$ cat src/rtl/assert_macros.svh
// Assertion macros included by the top-level RTL file
`ifndef ASSERT_MACROS_SVH
`define ASSERT_MACROS_SVH

// Same-cycle implication, checked out of reset
`define GESW_ASSERT_IMP(lbl, ante, cons) \
  lbl: assert property (@(posedge clk) disable iff (!rst_n) (ante) |-> (cons)) \
    else $error("assertion failed");

// Next-cycle implication, checked out of reset
`define GESW_ASSERT_NXT(lbl, ante, cons) \
  lbl: assert property (@(posedge clk) disable iff (!rst_n) (ante) |=> (cons)) \
    else $error("assertion failed");

`endif

$ cat src/rtl/gesw_pkg.sv
// Types, codes and helpers of the graph edge store
package gesw_pkg;

  localparam int MAX_VERTICES = 64;
  localparam int VTX_W        = $clog2(MAX_VERTICES);
  localparam int ROW_W        = MAX_VERTICES;
  localparam int CNT_W        = 12;
  localparam int VCNT_W       = 7;
  localparam int SLOTS        = 4;
  localparam int SLOT_W       = $clog2(SLOTS);

  localparam logic [VCNT_W-1:0] VCOUNT_RST = VCNT_W'(64);
  localparam logic [VCNT_W-1:0] VCOUNT_MAX = VCNT_W'(MAX_VERTICES);

  typedef logic [VTX_W-1:0]  vtx_t;
  typedef logic [ROW_W-1:0]  row_t;
  typedef logic [SLOT_W-1:0] slot_t;

  typedef enum logic [2:0] {
    OP_CLEAR  = 3'd0,
    OP_ADD    = 3'd1,
    OP_REMOVE = 3'd2,
    OP_QUERY  = 3'd3,
    OP_SWAP   = 3'd4
  } opcode_t;

  typedef enum logic [2:0] {
    ST_DONE    = 3'd0,
    ST_REJECT  = 3'd1,
    ST_TARGET  = 3'd2,
    ST_PRECOND = 3'd3,
    ST_RANGE   = 3'd4
  } status_t;

  localparam logic [1:0] LVL_NONE   = 2'd0;
  localparam logic [1:0] LVL_STRICT = 2'd2;

  // One remove or add of the pair held in two row slots
  typedef struct packed {
    slot_t u_slot;
    slot_t v_slot;
    logic  add;
  } step_req_t;

  function automatic logic vtx_in_range(vtx_t v, logic [VCNT_W-1:0] vcount);
    logic [VCNT_W-1:0] lim;
    lim = (vcount < VCOUNT_MAX) ? vcount : VCOUNT_MAX;
    return {{(VCNT_W-VTX_W){1'b0}}, v} < lim;
  endfunction

endpackage

$ cat src/rtl/gesw_step.sv
// Single add or remove applied to the four buffered rows
module gesw_step import gesw_pkg::*; (
  input  vtx_t      idx      [SLOTS],
  input  row_t      rows     [SLOTS],
  input  step_req_t req,
  output row_t      rows_nxt [SLOTS],
  output logic      changed
);

  vtx_t u;
  vtx_t v;
  logic present;

  assign u       = idx[req.u_slot];
  assign v       = idx[req.v_slot];
  assign present = rows[req.u_slot][v];
  assign changed = (u != v) && (req.add ? !present : present);

  always_comb begin
    for (int i = 0; i < SLOTS; i++) begin
      rows_nxt[i] = rows[i];
      if (changed && idx[i] == u) begin
        rows_nxt[i][v] = req.add;
      end
      if (changed && idx[i] == v) begin
        rows_nxt[i][u] = req.add;
      end
    end
  end

endmodule

$ cat config.mk
export PLATFORM = sky130hd
export DESIGN_NAME = gesw_step
export DESIGN_NICKNAME = d
export VERILOG_FILES = /design/src/rtl/assert_macros.svh /design/src/rtl/gesw_pkg.sv /design/src/rtl/gesw_step.sv
export SDC_FILE = /design/constraint.sdc
export NUM_CORES = 1
export LEC_CHECK = 0
export BUFFER_PORTS_ARGS = -buffer_cell sky130_fd_sc_hd__buf_2
export CELL_PAD_IN_SITES_DETAIL_PLACEMENT = 0
export CELL_PAD_IN_SITES_GLOBAL_PLACEMENT = 1
export CORE_AREA = 2 2 214 216
export DETAILED_ROUTE_END_ITERATION = 16
export DIE_AREA = 0 0 216 218
export PLACE_DENSITY_LB_ADDON = 0.1
export SLEW_MARGIN = 20
export SYNTH_ARGS = -nofsm -noshare
export SYNTH_HDL_FRONTEND = slang
export SYNTH_SLANG_ARGS = --single-unit
$ cat constraint.sdc
create_clock -name vclk -period 5.4
set_input_delay 0.81 -clock vclk [all_inputs]
set_output_delay 0.81 -clock vclk [all_outputs]
set_load 0.01 [all_outputs]
# After elaboration in Yosys (flattened, before gate mapping)
# Cells that the tools add are included.
[word_totals]
out_inout_bits = 257
inputBits = 285
register_bits = 0
elab_cells = 61
[classes]
order_cmp = 6
bitwise = 2
n_reduce_logical = 12
n_mux = 32
eq_ne = 9
[ops]
columns = ["operator", "n"]
rows = [
  ["64-bit 2-to-1 mux", 10],
  ["64-bit bitwise mux", 8],
  ["64-bit binary-select mux with 2-bit select", 1],
  ["6-bit equality test", 8],
  ["6-bit binary-select mux with 2-bit select", 2],
  ["6-bit 2-to-1 mux", 4],
  ["6-bit by 7-bit less-than comparator with 1-bit output, second input constant", 2],
  ["1-bit demux with 6-bit select", 2],
  ["6-bit by 1-bit >= comparator with 1-bit output, second input constant", 2],
  ["1-bit logical AND", 11],
  ["1-bit binary-select mux with 6-bit select", 1],
  ["3-bit >= comparator, second input constant", 2],
  ["6-bit inequality test", 1],
  ["2-bit inverter with 3-bit output", 2],
  ["1-bit 2-to-1 mux", 4],
  ["1-bit zero test", 1],
]

# Logic depth before layout (Yosys ltp)
[logic_depth]
depth_word = 13
mapped_depth = 17
mapped_depth_nobuf = 9

# Worst setup path after synthesis
# OpenSTA, ideal clock, no wires.
[synth_timing]
path_kind = "input port to output port"
from = "in req[4] in the netlist's numbering"
to = "out rows_nxt[104] in the netlist's numbering"
required_time_ps = 4590
t_arrival_ps = 4465
slack_ps = 125
path_stages = 14
path_cell_list = "buf_2 buf_2 clkbuf_1 clkbuf_1 mux4_2 a221oi_1 o22ai_1 a22o_1 or4_1 buf_4 clkbuf_1 or3_1 o211ai_1 mux2_1"
[synth_rtl]
columns = ["element", "line", "text"]
rows = [
  ["start, declared", "gesw_step.sv:5", "input step_req_t req,"],
  ["end, declared", "gesw_step.sv:6", "output row_t rows_nxt [SLOTS],"],
]

==> key figures <==
Run status
  • Status: finished, violations left
  • Failing checks: setup timing

Synthesis
  • Top cell type's share of synthesized area: 15.21%
  • Leading area contributor after synthesis: mux2_2
  • Area contributors post-synth: mux2_2 15%, mux4_2 15%, nor3_1 14%, mux2_1 12%, o22ai_1 7.3%
  • Mapped Cells: 1523
  • Synthesized Nets: 1808
  • Yosys warnings: 0
  • Top cells by count, synth: 319 x nor3_1, 155 x mux2_2, 133 x o22ai_1
  • Post-synthesis cell type count: 41
  • Register area share after synthesis: 0%
  • Synth Area per Inst: 7.534 um2
  • Cell with the most instances after synthesis: nor3_1
  • Mapped Area: 11470 um2

Timing
  • Slew @ Worst Pin: 777.3 ps
  • Setup TNS: -9865 ps
  • Final Cycle Share: 102.8%
  • Slew Limit Fails: 0
  • Min setup slack post-route: -152.3 ps
  • Hold Vio Cnt, Final: 0
  • Unrepaired setup endpoints after global routing: true
  • Final hold slack: 1927 ps
  • Setup-failing EPs final: 185
  • Max Fclk: 180.1 MHz
  • Final Critical Period: 5552 ps
  • Relative slew margins: 48.18%

Final layout
  • Final std cells w/o fill: 2942
  • Clkbuf count: 0
  • Nets: 2624
  • End-of-flow core utilization: 48.77%
  • Share of cells above drive strength 1: 66.84%
  • Design area: 21890 um2
  • Seq_cells: 0
  • Fillers: 4458
  • Area added between synthesis and finish: 90.80%
  • FF/Latch Area: 0 um2

Global route
  • Vias in the first global route: 16690
  • GRT Overall Usage: 33.62%
  • Largest net degree at the start of global routing: 130
  • First-pass GRT wire length: 117900 um
  • Gr ovfl total: 0
  • Initial antenna violation count: 6

Routing
  • Drt pass-1 iters: 5
  • DR vias: 18000
  • Final wirelength: 88790 um
  • Antenna Violating Nets Remaining: 0
  • DRC Markers: 0
  • Initial DRC count: 1783
  • Routed vias/inst: 6.118
  • WL per Instance: 30.18 um

Floorplan
  • Row cnt: 78
  • Chip width: 216 um
  • Number of top-level pins: 542
  • Total core area: 44890 um2
  • Initial core utilization: 25.56%
  • Die Y-Extent: 218 um
  • Die Area: 47090 um2

Placed design
  • GPL Wtd Cong: 0.9448
  • Detailed Place HPWL: 67250 um
  • Setup WS pre-CTS: -537.3 ps
  • Port bufs: 542
  • Placed Cells incl. Taps: 2842
  • Placed Area: 17530 um2

Power
  • Power per cell area: 133.7 nW/um2
  • Total power: 2.926 mW
  • Max IR drop VDD: 82.42 uV
  • Leakage: 8.493 nW

Critical path
  • Critical Path Fanout Max: 9
  • CP required: 4590 ps
  • Worst Setup End Kind: output pin
  • Critical path launch point type: input port
  • Critical path type: input port to output pin
  • Arrival @ worst endpoint: 4740 ps

Hold path
  • Hold Crit Class: input port to output pin
  • Hold Path Stages: 3

Flow run
  • Total of max-cap violations: 0
## kinds of logic (layout without fill, tap and decap cells)
kind of cell	count (synthesis)	in the layout	share of synthesized area [%]
XOR/XNOR	55	55	4.198
buffers and inverters	219	1028	8.930
multiplexers	364	369	43.20
AND/OR/NAND/NOR	673	673	31.01
AO/OA/AOI/OAI	212	212	12.66
other	0	5	0
## critical path: stages
cell	delay [ps]
buf_8	80
mux4_2	550
buf_12	180
buf_12	140
buf_8	130
mux2_4	330
a22oi_2	120
o211ai_1	130
a22o_1	260
or4_4	620
buf_12	210
buf_12	140
buf_4	150
nor3_2	190
nor4_1	90
buf_4	140
mux2_1	300
buf_2	150
## path summary, 6_finish.rpt
check	start	to	slack (ps)
setup / recovery	req[1]	rows_nxt[11]	-150
hold / removal	rows[59]	rows_nxt[59]	1930
## final cells by class
class                           instances  area, um2  share of cell area [%]
Multi-Input combinational cell       1309      12870                   58.80
Inverter                                2      11.26                 0.05143
Timing Repair Buffer                 1026       8245                   37.66
Tap cell                              600      750.7                   3.429
Antenna cell                            5      12.51                 0.05715
## report_power, final
group           total [mW]  switching [mW]  internal, mW
clock          0.000000129               0   0.000000129
combinational         2.93            1.49          1.43
sequential               0               0             0
total                 2.93            1.49          1.43
## per-layer routing
metal / global-route usage [%] / up-vias / routed length [um]
met3: 3.082 / 180 / 6768
met2: 56.07 / 1093 / 41670
met5: 0 / - / 0
met1: 45.62 / 9003 / 36470
li1: - / 7722 / -
met4: 10.94 / 0 / 3879
## timing repair
item	4_1_cts	5_1_grt
pin swaps	37	150
gates resized for setup	200	395
gates cloned	8	31
endpoints found under the setup margin	256	253
hold buffers	0	0
buffers inserted	22	44
## cell usage in the layout, fill, tap and decap left out, types with 8 or more instances in the layout
cell / instances
buf_2: 488
buf_4: 356
nor3_1: 215
mux2_2: 113
mux2_1: 90
mux2_4: 82
nand2_1: 79
mux4_2: 77
buf_6: 74
nand3_1: 63
buf_12: 61
nor3_2: 57
o22ai_2: 53
o22ai_1: 50
nor3_4: 47
o211ai_1: 42
or3_1: 41
nor4_1: 37
xor2_1: 30
o22ai_4: 30
nor4_2: 26
xnor2_1: 25
clkbuf_16: 24
and2_1: 19
nand4_1: 18
or4_4: 17
nor2_1: 13
buf_8: 13
buf_16: 9
and3_1: 8
Note: power is estimated with default switching activity, not from simulation.
