File: config.mk
export PLATFORM = sky130hd
export DESIGN_NAME = gesw_row_ram
export DESIGN_NICKNAME = d
export VERILOG_FILES = /design/src/rtl/assert_macros.svh /design/src/rtl/gesw_pkg.sv /design/src/rtl/gesw_row_ram.sv
export SDC_FILE = /design/constraint.sdc
export NUM_CORES = 2
export LEC_CHECK = 0
export BUFFER_PORTS_ARGS = -buffer_cell sky130_fd_sc_hd__buf_2
export CORE_ASPECT_RATIO = 0.75
export CORE_MARGIN = 2
export CORE_UTILIZATION = 30
export DETAILED_ROUTE_END_ITERATION = 16
export PLACE_DENSITY = 0.55
export SYNTH_ARGS = -nofsm -noshare
export SYNTH_HDL_FRONTEND = slang
export SYNTH_SLANG_ARGS = --single-unit
File: constraint.sdc
create_clock -name clk -period 7.01 [get_ports clk]
set_input_delay 1.7525 -clock clk [delete_from_list [all_inputs] [get_ports clk]]
set_output_delay 1.7525 -clock clk [all_outputs]
set_load 0.01 [all_outputs]
File: src/rtl/assert_macros.svh
// Assertion macros included by the top-level RTL file
`ifndef ASSERT_MACROS_SVH
`define ASSERT_MACROS_SVH

// Same-cycle implication, checked out of reset
`define GESW_ASSERT_IMP(lbl, ante, cons) \
  lbl: assert property (@(posedge clk) disable iff (!rst_n) (ante) |-> (cons)) \
    else $error("assertion failed");

// Next-cycle implication, checked out of reset
`define GESW_ASSERT_NXT(lbl, ante, cons) \
  lbl: assert property (@(posedge clk) disable iff (!rst_n) (ante) |=> (cons)) \
    else $error("assertion failed");

`endif

File: src/rtl/gesw_pkg.sv
// Types, codes and helpers of the graph edge store
package gesw_pkg;

  localparam int MAX_VERTICES = 64;
  localparam int VTX_W        = $clog2(MAX_VERTICES);
  localparam int ROW_W        = MAX_VERTICES;
  localparam int CNT_W        = 12;
  localparam int VCNT_W       = 7;
  localparam int SLOTS        = 4;
  localparam int SLOT_W       = $clog2(SLOTS);

  localparam logic [VCNT_W-1:0] VCOUNT_RST = VCNT_W'(64);
  localparam logic [VCNT_W-1:0] VCOUNT_MAX = VCNT_W'(MAX_VERTICES);

  typedef logic [VTX_W-1:0]  vtx_t;
  typedef logic [ROW_W-1:0]  row_t;
  typedef logic [SLOT_W-1:0] slot_t;

  typedef enum logic [2:0] {
    OP_CLEAR  = 3'd0,
    OP_ADD    = 3'd1,
    OP_REMOVE = 3'd2,
    OP_QUERY  = 3'd3,
    OP_SWAP   = 3'd4
  } opcode_t;

  typedef enum logic [2:0] {
    ST_DONE    = 3'd0,
    ST_REJECT  = 3'd1,
    ST_TARGET  = 3'd2,
    ST_PRECOND = 3'd3,
    ST_RANGE   = 3'd4
  } status_t;

  localparam logic [1:0] LVL_NONE   = 2'd0;
  localparam logic [1:0] LVL_STRICT = 2'd2;

  // One remove or add of the pair held in two row slots
  typedef struct packed {
    slot_t u_slot;
    slot_t v_slot;
    logic  add;
  } step_req_t;

  function automatic logic vtx_in_range(vtx_t v, logic [VCNT_W-1:0] vcount);
    logic [VCNT_W-1:0] lim;
    lim = (vcount < VCOUNT_MAX) ? vcount : VCOUNT_MAX;
    return {{(VCNT_W-VTX_W){1'b0}}, v} < lim;
  endfunction

endpackage

File: src/rtl/gesw_row_ram.sv
// Adjacency row memory with registered read and per-row valid bits
module gesw_row_ram import gesw_pkg::*; (
  input  logic clk,
  input  logic rst_n,
  input  logic clr,
  input  logic wr_en,
  input  vtx_t wr_addr,
  input  row_t wr_data,
  input  vtx_t rd_addr,
  output row_t rd_data
);

  row_t mem [MAX_VERTICES];
  logic [MAX_VERTICES-1:0] vld_r;
  row_t rd_q_r;
  logic rd_vld_r;

  always_ff @(posedge clk) begin
    if (wr_en) begin
      mem[wr_addr] <= wr_data;
    end
    rd_q_r <= mem[rd_addr];
  end

  always_ff @(posedge clk) begin
    if (!rst_n || clr) begin
      vld_r    <= '0;
      rd_vld_r <= 1'b0;
    end else begin
      rd_vld_r <= vld_r[rd_addr];
      if (wr_en) begin
        vld_r[wr_addr] <= 1'b1;
      end
    end
  end

  assign rd_data = rd_vld_r ? rd_q_r : '0;

endmodule

# Word-level counts from Yosys, hierarchy flattened
# Memory sizes are Yosys's and may differ from the RTL's. A register that Yosys moved wholly into a read port is not among the register bits.
# Index checks and enable logic that the tools add are counted.
# classes
n_div,0
n_bitwise,1
n_mul,0
reduce_logical,3
shift,0
eq_ne,0
addsub,0
order_cmp,3
n_mux,7
# op_table
cell,count
two-way mux 64 bit,1
bitwise OR 64 bit,1
< comparator 6 x 7 -> 1 bit (second input constant),2
binary-select mux 1 bit (select 6 bit),1
demux 1 bit (select 6 bit),1
greater-or-equal comparator 6 x 1 -> 1 bit (second input constant),1
two-way mux 1 bit,4
logical AND 1 bit,1
logical NOT 1 bit,1
logical OR 1 bit,1
# word_totals
ff_bits,65
latch_bits,0
n_memories,1
input_bits,80
output_inout_bits,64
wordCells,17
mem_bits_ro,0
mem_bits_rw,4096
# memory_table
name,words,width,rd,rd_clocked_by_memory_dff,write_ports,line_no,source
mem,64,64,1,1,1,gesw_row_ram.sv:13,row_t mem [MAX_VERTICES];

# Logic depth before layout (Yosys ltp)
# depth
word_depth,5
mapped_depth,10

# Worst setup path after synthesis
# Ideal clock, no wire load.
# synth_path
path_type,in2reg
startpoint,input wr_en
endpoint,"memory mem[40][0] (netlist bit), enable pin"
path_stages,3
setup_time_ns,0.567
t_arrival_ns,6.632
slack_ns,-0.189
cell_sequence,nor2b_1 -> nand3_1 -> nor3_1
# synth_via
elab_chain_cells,2
# synth_lines
item,line_no,source
from (decl),gesw_row_ram.sv:6,"input logic wr_en,"
two-way mux 1 bit,gesw_row_ram.sv:19,if (wr_en) begin
two-way mux 1 bit (implied by the code),gesw_row_ram.sv:20,mem[wr_addr] <= wr_data;
to (decl),gesw_row_ram.sv:13,
# No other way between the ends.

# Worst setup path after layout
# layout_path
startpoint,register rd_vld_r
endpoint,output rd_data[6]
# layout_via
elab_chain_cells,1
# layout_lines
item,line_no,source
from (decl),gesw_row_ram.sv:16,logic rd_vld_r;
from (signal assigned),gesw_row_ram.sv:30,rd_vld_r <= vld_r[rd_addr];
two-way mux 64 bit,gesw_row_ram.sv:37,assign rd_data = rd_vld_r ? rd_q_r : '0;
to (decl),gesw_row_ram.sv:10,output row_t rd_data
# No other way between the ends.

==> run_results.csv <==
group,metric,value,unit
run_status,status,"finished, final reports clean",
sta,final_setup_violating_endpoints,0,
clock_tree,cts_buffers,409,
critical_path,reg2reg_from,"mem[4][54]",
job,maxCapViolCount,0,
global_route,first_global_vias,75716,
sta,post-route-period-util,0.579,
floorplanning,core,528000,um^2
power_and_ir_drop,total_leakage_power,55.9,nW
critical_path,cp_data_arrival_time,2.31,ns
drt,viasPerCell,5.25,
logic_synthesis,synth-edff-count,4096,
sta,worst_clock_skew,0.0889,ns
logic_synthesis,yosysTopAreaCellShare,0.773,
critical_path,setup.worst_path.class,"flip-flop to output pin",
placed_design,finalWeightedCongestion,0.751,
power_and_ir_drop,power_switching_share,0.213,
power_and_ir_drop,power.density_cell_area,286,nW/um^2
floorplanning,dieWidth,845,um
sta,finalCriticalPeriod,4.06,ns
drt,post-route-drc-count,0,
clock_tree,post_cts_buffers,0,
critical_path,worst_r2r_path_depth,4,
clock_tree,postCtsHoldBufs,0,
drt,wire_length_per_cell_after_detailed_routing,31.8,um
critical_path,critical_path.startpoint,"rd_vld_r",
logic_synthesis,synth.net_count,6590,
global_route,global_route.usage.total,0.165,
power_and_ir_drop,internal_power,41.2,mW
global_route,antenna_found_initial,60,
sta,worst_slew_slack_as_a_fraction_of_its_limit,0.107,
logic_synthesis,mappedNetlistArea,159000,um^2
power_and_ir_drop,power.clock.fraction,0.419,
clock_tree,cts_sinks,4225,
logic_synthesis,synth.distinct_cells,34,
floorplanning,start_util,0.301,
critical_path,timing.critical_path.to_type,"output pin",
critical_path,r2r_end,"rd_q_r[54]",
logic_synthesis,ys.warnings.count,0,
drt,post_detailed_route_count_of_antenna_violating_nets,0,
placed_design,port_buffers,143,
critical_path,reg2reg_setup_slack,4.76,ns
clock_tree,clk_path_buf_depth,4,
sta,setup_tns,0,ns
sta,max_freq,0.246,GHz
logic_synthesis,asyncSetResetFlopFracSynth,0,
logic_synthesis,yosys_most_used_dff,"edfxtp_1",
floorplanning,pin_count,144,
logic_synthesis,synth.area.top_cells,"edfxtp_1 (77%), mux4_2 (17%), dfxtp_1 (1.6%), buf_2 (0.45%), mux2i_1 (0.45%)",
drt,detailroute.via_count,75093,
sta,rsz0062_at_grt,"no",
cells_and_area,post_route_cells_drive_above_1_share,0.313,
global_route,global_route.overflow_total,0,
global_route,wire_length_of_the_first_global_routing_pass,625000,um
critical_path,worstSetupEndpoint,"rd_data[6]",
logic_synthesis,yosys_register_bits,4225,
cells_and_area,multi_input_comb_area,32500,um^2
global_route,grt_max_degree,80,
drt,drt_first_iter_violations,9382,
min_path,min-delay-path-class,"flip-flop to flip-flop",
drt,postRouteWirelength,455000,um
power_and_ir_drop,p_switching,11.2,mW
cells_and_area,design.final.nets,7034,
clock_tree,clk-insertion-delay-late,0.99,ns
placed_design,detailed_place_hpwl,245000,um
clock_tree,clk_transition_reported_paths,0.07,ns
logic_synthesis,synth_top_cell_by_area,"edfxtp_1",
power_and_ir_drop,p_comb_frac,0.044,
drt,drt_pre_antenna_iters,5,
logic_synthesis,synth.cells.most_frequent,"edfxtp_1 (4,096), mux4_2 (1,232), clkbuf_1 (169), buf_2 (144)",
sta,final-max-slew-violation-count,0,
clock_tree,htreeDepth,5,
power_and_ir_drop,vdd_ir_drop_max,210,uV
cells_and_area,num-fill-cells,47981,
critical_path,critical_path_required,5.26,ns
critical_path,critPathMaxFanout,64,
sta,hold_viol,0,
floorplanning,die_area,536000,um^2
clock_tree,cts_root_buffer,"clkbuf_16",
sta,tightest_slew,1.34,ns
clock_tree,tritoncts_clock_tree,"yes",
logic_synthesis,synth.avg_cell_area,24.4,um^2
logic_synthesis,yosysMostFrequentCell,"edfxtp_1",
cells_and_area,layout-area-overhead-vs-synth,15.4,%
logic_synthesis,cell_count_after_synthesis,6510,
sta,holdWs,0.462,ns
critical_path,crit_path_start_kind,"flip-flop",
cells_and_area,seq_area,126000,um^2
power_and_ir_drop,seqPwrFrac,0.537,
floorplanning,rows,231,
floorplanning,die_h,635,um
logic_synthesis,synth.yosys.seq_area_share,0.789,
clock_tree,ctsResizeCount,0,
==> cells in the final DEF, fill, tap and decap left out, drive strengths merged, types with 18 or more instances in the layout <==
master  Yosys  layout
a31oi      18      18
mux4     1232    1232
o211ai     18      18
dfxtp     129     129
a21oi     106     106
o221ai     44      44
clkbuf    169     511
o22ai      21      21
o21a       64      64
bufinv      0      39
buf       187     388
mux2i      72      72
nor2      129     129
and2       64      64
clkinv      0     169
nor3       93      93
nand2      26      26
edfxtp   4096    4096
==> per-stage QoR <==
stage                util  std cells  worst slack, ns  power [mW]  area [um^2]
floorplan               -       6510             1.41        29.8       159000
global placement    0.322      13533             1.97        31.0       170000
detailed placement  0.322      13533             2.04        31.1       170000
CTS                 0.348      14282             2.85        52.9       184000
global route        0.348      14286             2.90        53.9       184000
finish              0.348      14297             2.95        52.4       184000
==> sequential cells by signal, indices dropped and copies added (netlist names) <==
name,cells
vld_r,64
rd_vld_r,1
mem,4096
rd_q_r,64
==> final cells by class <==
| type | instances | area share |
|---|---|---|
| flip-flops and latches | 4225 | 0.684 |
| multi-input cells | 1928 | 0.177 |
| clock buffers | 510 | 0.0587 |
| well taps | 6990 | 0.0476 |
| repair buffers | 389 | 0.0187 |
| clock inverters | 239 | 0.0133 |
| diodes | 15 | 0.000205 |
| inverters | 1 | 0.0000614 |
==> layer usage <==
layer / global-route usage / vias to the layer above / wire length, um / share of wire
li1: - / 29086 / - / -
met1: 0.242 / 41994 / 198000 / 0.44
met2: 0.261 / 3351 / 212000 / 0.47
met3: 0.0258 / 642 / 34800 / 0.076
met4: 0.0370 / 20 / 9800 / 0.022
met5: 0 / - / 116 / 0.00026
==> kinds of logic (layout without fill, tap and decap cells) <==
kind of cell,Yosys count,count (layout),share of synthesized area
simple gates,343,343,0.0103
compound gates,280,280,0.0116
flops,4225,4225,0.789
mux,1305,1305,0.179
other cells,0,15,0
buf+inv,357,1139,0.00993
==> power by group through the flow <==
stage               Combinational [mW]  Sequential (mW)  Clock (mW)
finish                            2.32             28.1        22.0
global route                      2.48             28.1        23.3
CTS                               2.36             28.2        22.4
detailed placement                2.35             28.7           0
global placement                  2.30             28.7           0
floorplan                         1.35             28.5           0
==> critical path: stages, from the launching register on <==
cell and delay [ns]:
dfxtp_4 0.76, and2_1 0.22, buf_2 0.31
==> how the worst min path moves through the flow <==
stage                            to  cells after the start  slack, ns      start
after floorplan           vld_r[12]                      1       0.44  vld_r[12]
after global placement    vld_r[30]                      1       0.44  vld_r[30]
after detailed placement  vld_r[23]                      1       0.45  vld_r[23]
after CTS                 vld_r[23]                      1       0.46  vld_r[23]
after global routing      vld_r[55]                      1       0.47  vld_r[55]
final                     vld_r[23]                      1       0.46  vld_r[23]
Power figures use the tool's default switching activity.
